`src/rtl/core/tse_pkg.sv`:
```
// Shared types and constants for the translation shift estimator.
// No dependencies; every other file in rtl/core uses this package.
`timescale 1ns / 1ps

package tse_pkg;

    localparam int COORD_W  = 32;
    localparam int WEIGHT_W = 17;
    localparam int SUM_W    = 62;
    localparam int WSUM_W   = 29;
    localparam int DIV_W    = 64;
    localparam int DIVR_W   = 32;
    localparam int ROOT_W   = 32;
    localparam int CFG_IDX_W = 2;

    localparam logic [WEIGHT_W-1:0] WEIGHT_ONE = 17'd65536;

    localparam logic [CFG_IDX_W-1:0] CFG_SHIFT_X   = 2'd0;
    localparam logic [CFG_IDX_W-1:0] CFG_SHIFT_Y   = 2'd1;
    localparam logic [CFG_IDX_W-1:0] CFG_WEIGHT_EN = 2'd2;

    typedef enum logic [4:0] {
        S_IDLE,
        S_PREP,
        S_DIV_TX,
        S_DIV_FX,
        S_DIV_TY,
        S_DIV_FY,
        S_DELTA,
        S_MUL_WX,
        S_MUL_WY,
        S_MUL_EX,
        S_MUL_EY,
        S_SQ_SUM,
        S_ROOT_GO,
        S_ROOT,
        S_FIT,
        S_DIV_GX,
        S_DIV_GY,
        S_OUT
    } tse_state_t;

    typedef enum logic [2:0] {
        OP_TX,
        OP_FX,
        OP_TY,
        OP_FY,
        OP_GX,
        OP_GY
    } tse_div_op_t;

    typedef enum logic [1:0] {
        MUL_WX,
        MUL_WY,
        MUL_EX,
        MUL_EY
    } tse_mul_op_t;

    typedef struct packed {
        logic        load;
        logic        div_start;
        tse_div_op_t div_op;
        logic        cap_en;
        tse_div_op_t cap_op;
        logic        delta_cap;
        logic        err_cap;
        logic        mul_en;
        tse_mul_op_t mul_op;
        logic        acc_x;
        logic        acc_y;
        logic        sq_cap;
        logic        sum_cap;
        logic        sqrt_start;
        logic        res_cap;
        logic        fit_cap;
        logic        out_load;
    } tse_cmd_t;

    typedef struct packed {
        logic bad;
        logic fit_go;
        logic div_done;
        logic sqrt_done;
        logic out_free;
    } tse_stat_t;

    function automatic logic signed [COORD_W-1:0] sat32(input logic signed [DIV_W-1:0] v);
        logic signed [COORD_W-1:0] r;
        if (v > 64'sd2147483647)
            r = 32'sh7FFFFFFF;
        else if (v < -64'sd2147483648)
            r = 32'sh80000000;
        else
            r = v[COORD_W-1:0];
        return r;
    endfunction

    function automatic logic [COORD_W-1:0] abs32(input logic signed [COORD_W-1:0] v);
        logic [COORD_W-1:0] r;
        r = v[COORD_W-1] ? 32'(-v) : 32'(v);
        return r;
    endfunction

endpackage

```
`src/rtl/core/tse_ctrl.sv`:
```
// Controller: sequences divisions, multiplies, root and output per item.
// Depends on tse_pkg.
`timescale 1ns / 1ps

module tse_ctrl (
    input  logic                 clk,
    input  logic                 rst_n,
    input  logic                 in_valid,
    output logic                 in_ready,
    input  tse_pkg::tse_stat_t   stat,
    output tse_pkg::tse_cmd_t    cmd
);
    tse_pkg::tse_state_t state_reg, state_next;

    always_ff @(posedge clk or negedge rst_n)
    begin
        if (!rst_n)
            state_reg <= tse_pkg::S_IDLE;
        else
            state_reg <= state_next;
    end

    always_comb
    begin
        state_next = state_reg;
        cmd        = '0;
        in_ready   = 1'b0;
        unique case (state_reg)
            tse_pkg::S_IDLE:
            begin
                in_ready = 1'b1;
                if (in_valid)
                begin
                    cmd.load   = 1'b1;
                    state_next = tse_pkg::S_PREP;
                end
            end
            tse_pkg::S_PREP:
            begin
                if (stat.bad)
                    state_next = tse_pkg::S_FIT;
                else
                begin
                    cmd.div_start = 1'b1;
                    cmd.div_op    = tse_pkg::OP_TX;
                    state_next    = tse_pkg::S_DIV_TX;
                end
            end
            tse_pkg::S_DIV_TX:
            if (stat.div_done)
            begin
                cmd.cap_en = 1'b1; cmd.cap_op = tse_pkg::OP_TX;
                cmd.div_start = 1'b1; cmd.div_op = tse_pkg::OP_FX;
                state_next = tse_pkg::S_DIV_FX;
            end
            tse_pkg::S_DIV_FX:
            if (stat.div_done)
            begin
                cmd.cap_en = 1'b1; cmd.cap_op = tse_pkg::OP_FX;
                cmd.div_start = 1'b1; cmd.div_op = tse_pkg::OP_TY;
                state_next = tse_pkg::S_DIV_TY;
            end
            tse_pkg::S_DIV_TY:
            if (stat.div_done)
            begin
                cmd.cap_en = 1'b1; cmd.cap_op = tse_pkg::OP_TY;
                cmd.div_start = 1'b1; cmd.div_op = tse_pkg::OP_FY;
                state_next = tse_pkg::S_DIV_FY;
            end
            tse_pkg::S_DIV_FY:
            if (stat.div_done)
            begin
                cmd.cap_en = 1'b1; cmd.cap_op = tse_pkg::OP_FY;
                state_next = tse_pkg::S_DELTA;
            end
            tse_pkg::S_DELTA:
            begin
                cmd.delta_cap = 1'b1;
                state_next    = tse_pkg::S_MUL_WX;
            end
            tse_pkg::S_MUL_WX:
            begin
                cmd.err_cap = 1'b1;
                cmd.mul_en  = 1'b1; cmd.mul_op = tse_pkg::MUL_WX;
                state_next  = tse_pkg::S_MUL_WY;
            end
            tse_pkg::S_MUL_WY:
            begin
                cmd.acc_x  = 1'b1;
                cmd.mul_en = 1'b1; cmd.mul_op = tse_pkg::MUL_WY;
                state_next = tse_pkg::S_MUL_EX;
            end
            tse_pkg::S_MUL_EX:
            begin
                cmd.acc_y  = 1'b1;
                cmd.mul_en = 1'b1; cmd.mul_op = tse_pkg::MUL_EX;
                state_next = tse_pkg::S_MUL_EY;
            end
            tse_pkg::S_MUL_EY:
            begin
                cmd.sq_cap = 1'b1;
                cmd.mul_en = 1'b1; cmd.mul_op = tse_pkg::MUL_EY;
                state_next = tse_pkg::S_SQ_SUM;
            end
            tse_pkg::S_SQ_SUM:
            begin
                cmd.sum_cap = 1'b1;
                state_next  = tse_pkg::S_ROOT_GO;
            end
            tse_pkg::S_ROOT_GO:
            begin
                cmd.sqrt_start = 1'b1;
                state_next     = tse_pkg::S_ROOT;
            end
            tse_pkg::S_ROOT:
            if (stat.sqrt_done)
            begin
                cmd.res_cap = 1'b1;
                state_next  = tse_pkg::S_FIT;
            end
            tse_pkg::S_FIT:
            begin
                cmd.fit_cap = 1'b1;
                if (stat.fit_go)
                begin
                    cmd.div_start = 1'b1; cmd.div_op = tse_pkg::OP_GX;
                    state_next = tse_pkg::S_DIV_GX;
                end
                else
                    state_next = tse_pkg::S_OUT;
            end
            tse_pkg::S_DIV_GX:
            begin
                cmd.div_op = tse_pkg::OP_GY;
                if (stat.div_done)
                begin
                    cmd.cap_en = 1'b1; cmd.cap_op = tse_pkg::OP_GX;
                    cmd.div_start = 1'b1;
                    state_next = tse_pkg::S_DIV_GY;
                end
            end
            tse_pkg::S_DIV_GY:
            if (stat.div_done)
            begin
                cmd.cap_en = 1'b1; cmd.cap_op = tse_pkg::OP_GY;
                state_next = tse_pkg::S_OUT;
            end
            tse_pkg::S_OUT:
            if (stat.out_free)
            begin
                cmd.out_load = 1'b1;
                state_next   = tse_pkg::S_IDLE;
            end
            default:
                state_next = tse_pkg::S_IDLE;
        endcase
    end
endmodule

```
`config.mk`:
```
export PLATFORM = sky130hd
export DESIGN_NAME = tse_ctrl
export DESIGN_NICKNAME = d
export VERILOG_FILES = /design/src/rtl/core/tse_pkg.sv /design/src/rtl/core/tse_ctrl.sv
export SDC_FILE = /design/constraint.sdc
export NUM_CORES = 1
export LEC_CHECK = 0
export ABC_CLOCK_PERIOD_IN_PS = 4700
export BUFFER_PORTS_ARGS = -buffer_cell sky130_fd_sc_hd__buf_2
export CAP_MARGIN = 10
export CORE_AREA = 3 3 45 47
export DETAILED_ROUTE_END_ITERATION = 12
export DIE_AREA = 0 0 48 50
export PLACE_DENSITY = 0.81
export SETUP_SLACK_MARGIN = 0.3
export SLEW_MARGIN = 20
export SYNTH_ARGS = -nofsm -noshare
export SYNTH_HDL_FRONTEND = slang
export SYNTH_SLANG_ARGS = --single-unit
```
`constraint.sdc`:
```
create_clock -name clk -period 4.7 [get_ports clk]
set_clock_uncertainty 0.15 [all_clocks]
set_input_delay 0.47 -clock clk [delete_from_list [all_inputs] [get_ports clk]]
set_output_delay 0.47 -clock clk [all_outputs]
set_load 0.05 [all_outputs]
```
==> impl_metrics.py <==
metrics = {
    "finish": {
        "area_growth_pct": 20.5,
        "largest_reg_flops": 5,
        "diodes": 0,
        "drive_above_1_share_pct": 29.1,
        "final_common_cell": "buf_2",
        "multi_input_area_um2": 528,
        "seq_area_um2": 125,
        "nFillCells": 161,
        "nets": 143,
        "final_cell_mix": "buf_2 (30), nor2_1 (18), nor3_1 (11), nand2_1 (9), a21oi_1 (8)",
    },
    "timing": {
        "rsz0062_at_grt": "no",
        "period_share_pct": 58.4,
        "worst_pin_slew_ns": 0.692,
        "final_hold_viol_count": 0,
        "finalSetupTns_ns": 0,
        "fmax_mhz": 364,
        "slew_viol_final": 0,
        "setup_viol": 0,
        "finalCriticalPeriod_ns": 2.75,
        "relSlewSlack_pct": 53.8,
    },
    "synthesis": {
        "synth_area_per_cell_um2": 6.79,
        "ys_warn_count": 0,
        "ys_seq_elements": 5,
        "synth_cell_type_count": 38,
        "dominantRegCellSynth": "dfrtp_1",
        "synth_cells": 108,
        "synthesis.area_um2": 733,
        "syn-num-nets": 116,
        "synth_edf_count": 0,
        "async_reset_ff_share_pct": 100,
        "yosysSeqAreaShare_pct": 17.1,
    },
    "floorplan": {
        "core_area_um2": 1690,
        "die_w_um": 48,
        "initial_core_util_pct": 43.4,
        "io_pins": 31,
        "die_height_um": 50,
        "dieArea_um2": 2400,
        "row_count": 15,
    },
    "worst_setup_path": {
        "cp-startpoint": "state_reg[2]",
        "r2r-start": "state_reg[0]",
        "crit_fanout": 22,
        "critPathRequiredTime_ns": 4.08,
        "start_kind": "flip-flop",
        "crit_type": "reg2out",
        "arrival_ns": 2.13,
        "critPathCaptureType": "primary output",
    },
    "clock_tree": {
        "htree_levels": 1,
        "cts.path.max_buffers": 2,
        "post-cts-setup-buffer-count": 0,
        "root_buffer": "clkbuf_4",
        "cts_resized": 0,
        "clk_pin_slew_ns": 0.04,
        "cts_sinks": 5,
        "clk_latency_ns": 0.24,
        "tritoncts": "done",
        "cts_buffers": 3,
    },
    "routing": {
        "post_drt_via_cell_ratio": 5.85,
        "first_pass_iters": 4,
        "drt_iter0_drc": 39,
        "ant_nets": 0,
        "vias": 883,
        "drt_wl_total_um": 2030,
        "drc": 0,
        "wl_per_cell_um": 13.5,
    },
    "flow_run": {
        "max_cap_violations": 0,
    },
    "global_routing": {
        "gr-usage-met1_pct": 25.1,
        "grt-ovfl-total": 0,
        "grt_antenna_before_repair": 0,
        "grt_pass1_wl_um": 3170,
        "grt.met2_usage_pct": 26.9,
        "grt_max_degree": 24,
        "grt_usage_pct": 17.5,
        "met3_usage_pct": 1.09,
        "grt_pass1_vias": 722,
        "grt_busiest_layer": "met2",
    },
    "place": {
        "place_congestion": 0.904,
        "port_buffers": 30,
        "hpwlAfterDp_um": 1460,
    },
    "min_path": {
        "hp-class": "in2reg",
        "hp-start": "stat[3]",
    },
    "outcome": {
        "outcome": "complete, no violations",
    },
}
[worst paths after layout]
| kind | cells after the start | end | slack (ns) |
|---|---|---|---|
| worst max-delay path | 4 | cmd[20] | 1.95 |
| worst min-delay path | 3 | state_reg[1] | 0.41 |
| worst max register to register | 5 | state_reg[0] | 2.20 |
| worst min register to register | 2 | state_reg[4] | 0.71 |
| max in group asynchronous | 2 | state_reg[2] | 3.85 |
| min in group asynchronous | 2 | state_reg[4] | 0.42 |
[metrics by stage]
stage	worst slack (ns)	utilization, %	instances	hold WS, ns	area, µm²
3_5_place_dp	2.21	50.1	146	0.137	847
3_3_place_gp	2.24	50.1	146	0.132	847
4_1_cts	1.97	52.3	151	0.411	883
5_1_grt	1.81	52.3	151	0.435	883
6_report	1.95	52.3	151	0.415	883
2_1_floorplan	1.60	-	108	0.0244	733
[kinds of logic after synthesis]
| logic type | count (synthesis) | synth area share [%] |
|---|---|---|
| AND/OR/NAND/NOR | 62 | 43.3 |
| flip-flops | 5 | 17.1 |
| XOR/XNOR | 1 | 2.22 |
| multiplexers | 3 | 5.46 |
| buffers and inverters | 15 | 10.9 |
| AO/OA/AOI/OAI | 22 | 21.0 |
[metal layers]
| layer | vias up | share of wire (%) |
|---|---|---|
| met5 | - | 0 |
| met4 | 0 | 0.39 |
| met3 | 4 | 8.7 |
| met2 | 49 | 48 |
| met1 | 396 | 43 |
| li1 | 434 | - |
[critical path: stages, from the launching register on]
cell	delay, ns
dfrtp_1	0.78
nand3b_1	0.34
nor3_1	0.34
a311o_1	0.16
buf_2	0.26
[cell type report]
type | instances | share of cell area (%)
multi-input combinational | 88 | 59.8
inverter | 6 | 2.55
timing repair buffer | 31 | 18.1
clock buffer | 4 | 2.97
sequential | 5 | 14.2
tap | 17 | 2.41
[cells in the mapped netlist (2+ instances only)]
master | number | share of area (%)
o31ai_1 | 2 | 2.0
inv_1 | 6 | 3.1
nand2b_1 | 6 | 5.1
nor3_1 | 11 | 7.5
a211o_1 | 2 | 2.4
a21oi_1 | 8 | 5.5
buf_4 | 2 | 2.0
nor2_1 | 18 | 9.2
mux2_4 | 2 | 4.1
nand2_1 | 9 | 4.6
nand3b_1 | 3 | 3.1
or3_1 | 2 | 1.7
o21ai_0 | 3 | 2.0
nor4_1 | 2 | 1.7
buf_6 | 2 | 3.1
clkbuf_1 | 3 | 1.5
dfrtp_1 | 5 | 17
and2_1 | 2 | 1.7
[repair_timing]
item                                    4_1_cts  5_1_grt
endpoints found under the setup margin        0        0
hold buffers                                  1        0
endpoints found under the hold margin         5        0
Power is left out: the tool's default activity adds up to more than one toggle a clock period on the data nets, which glitch-free logic cannot reach.
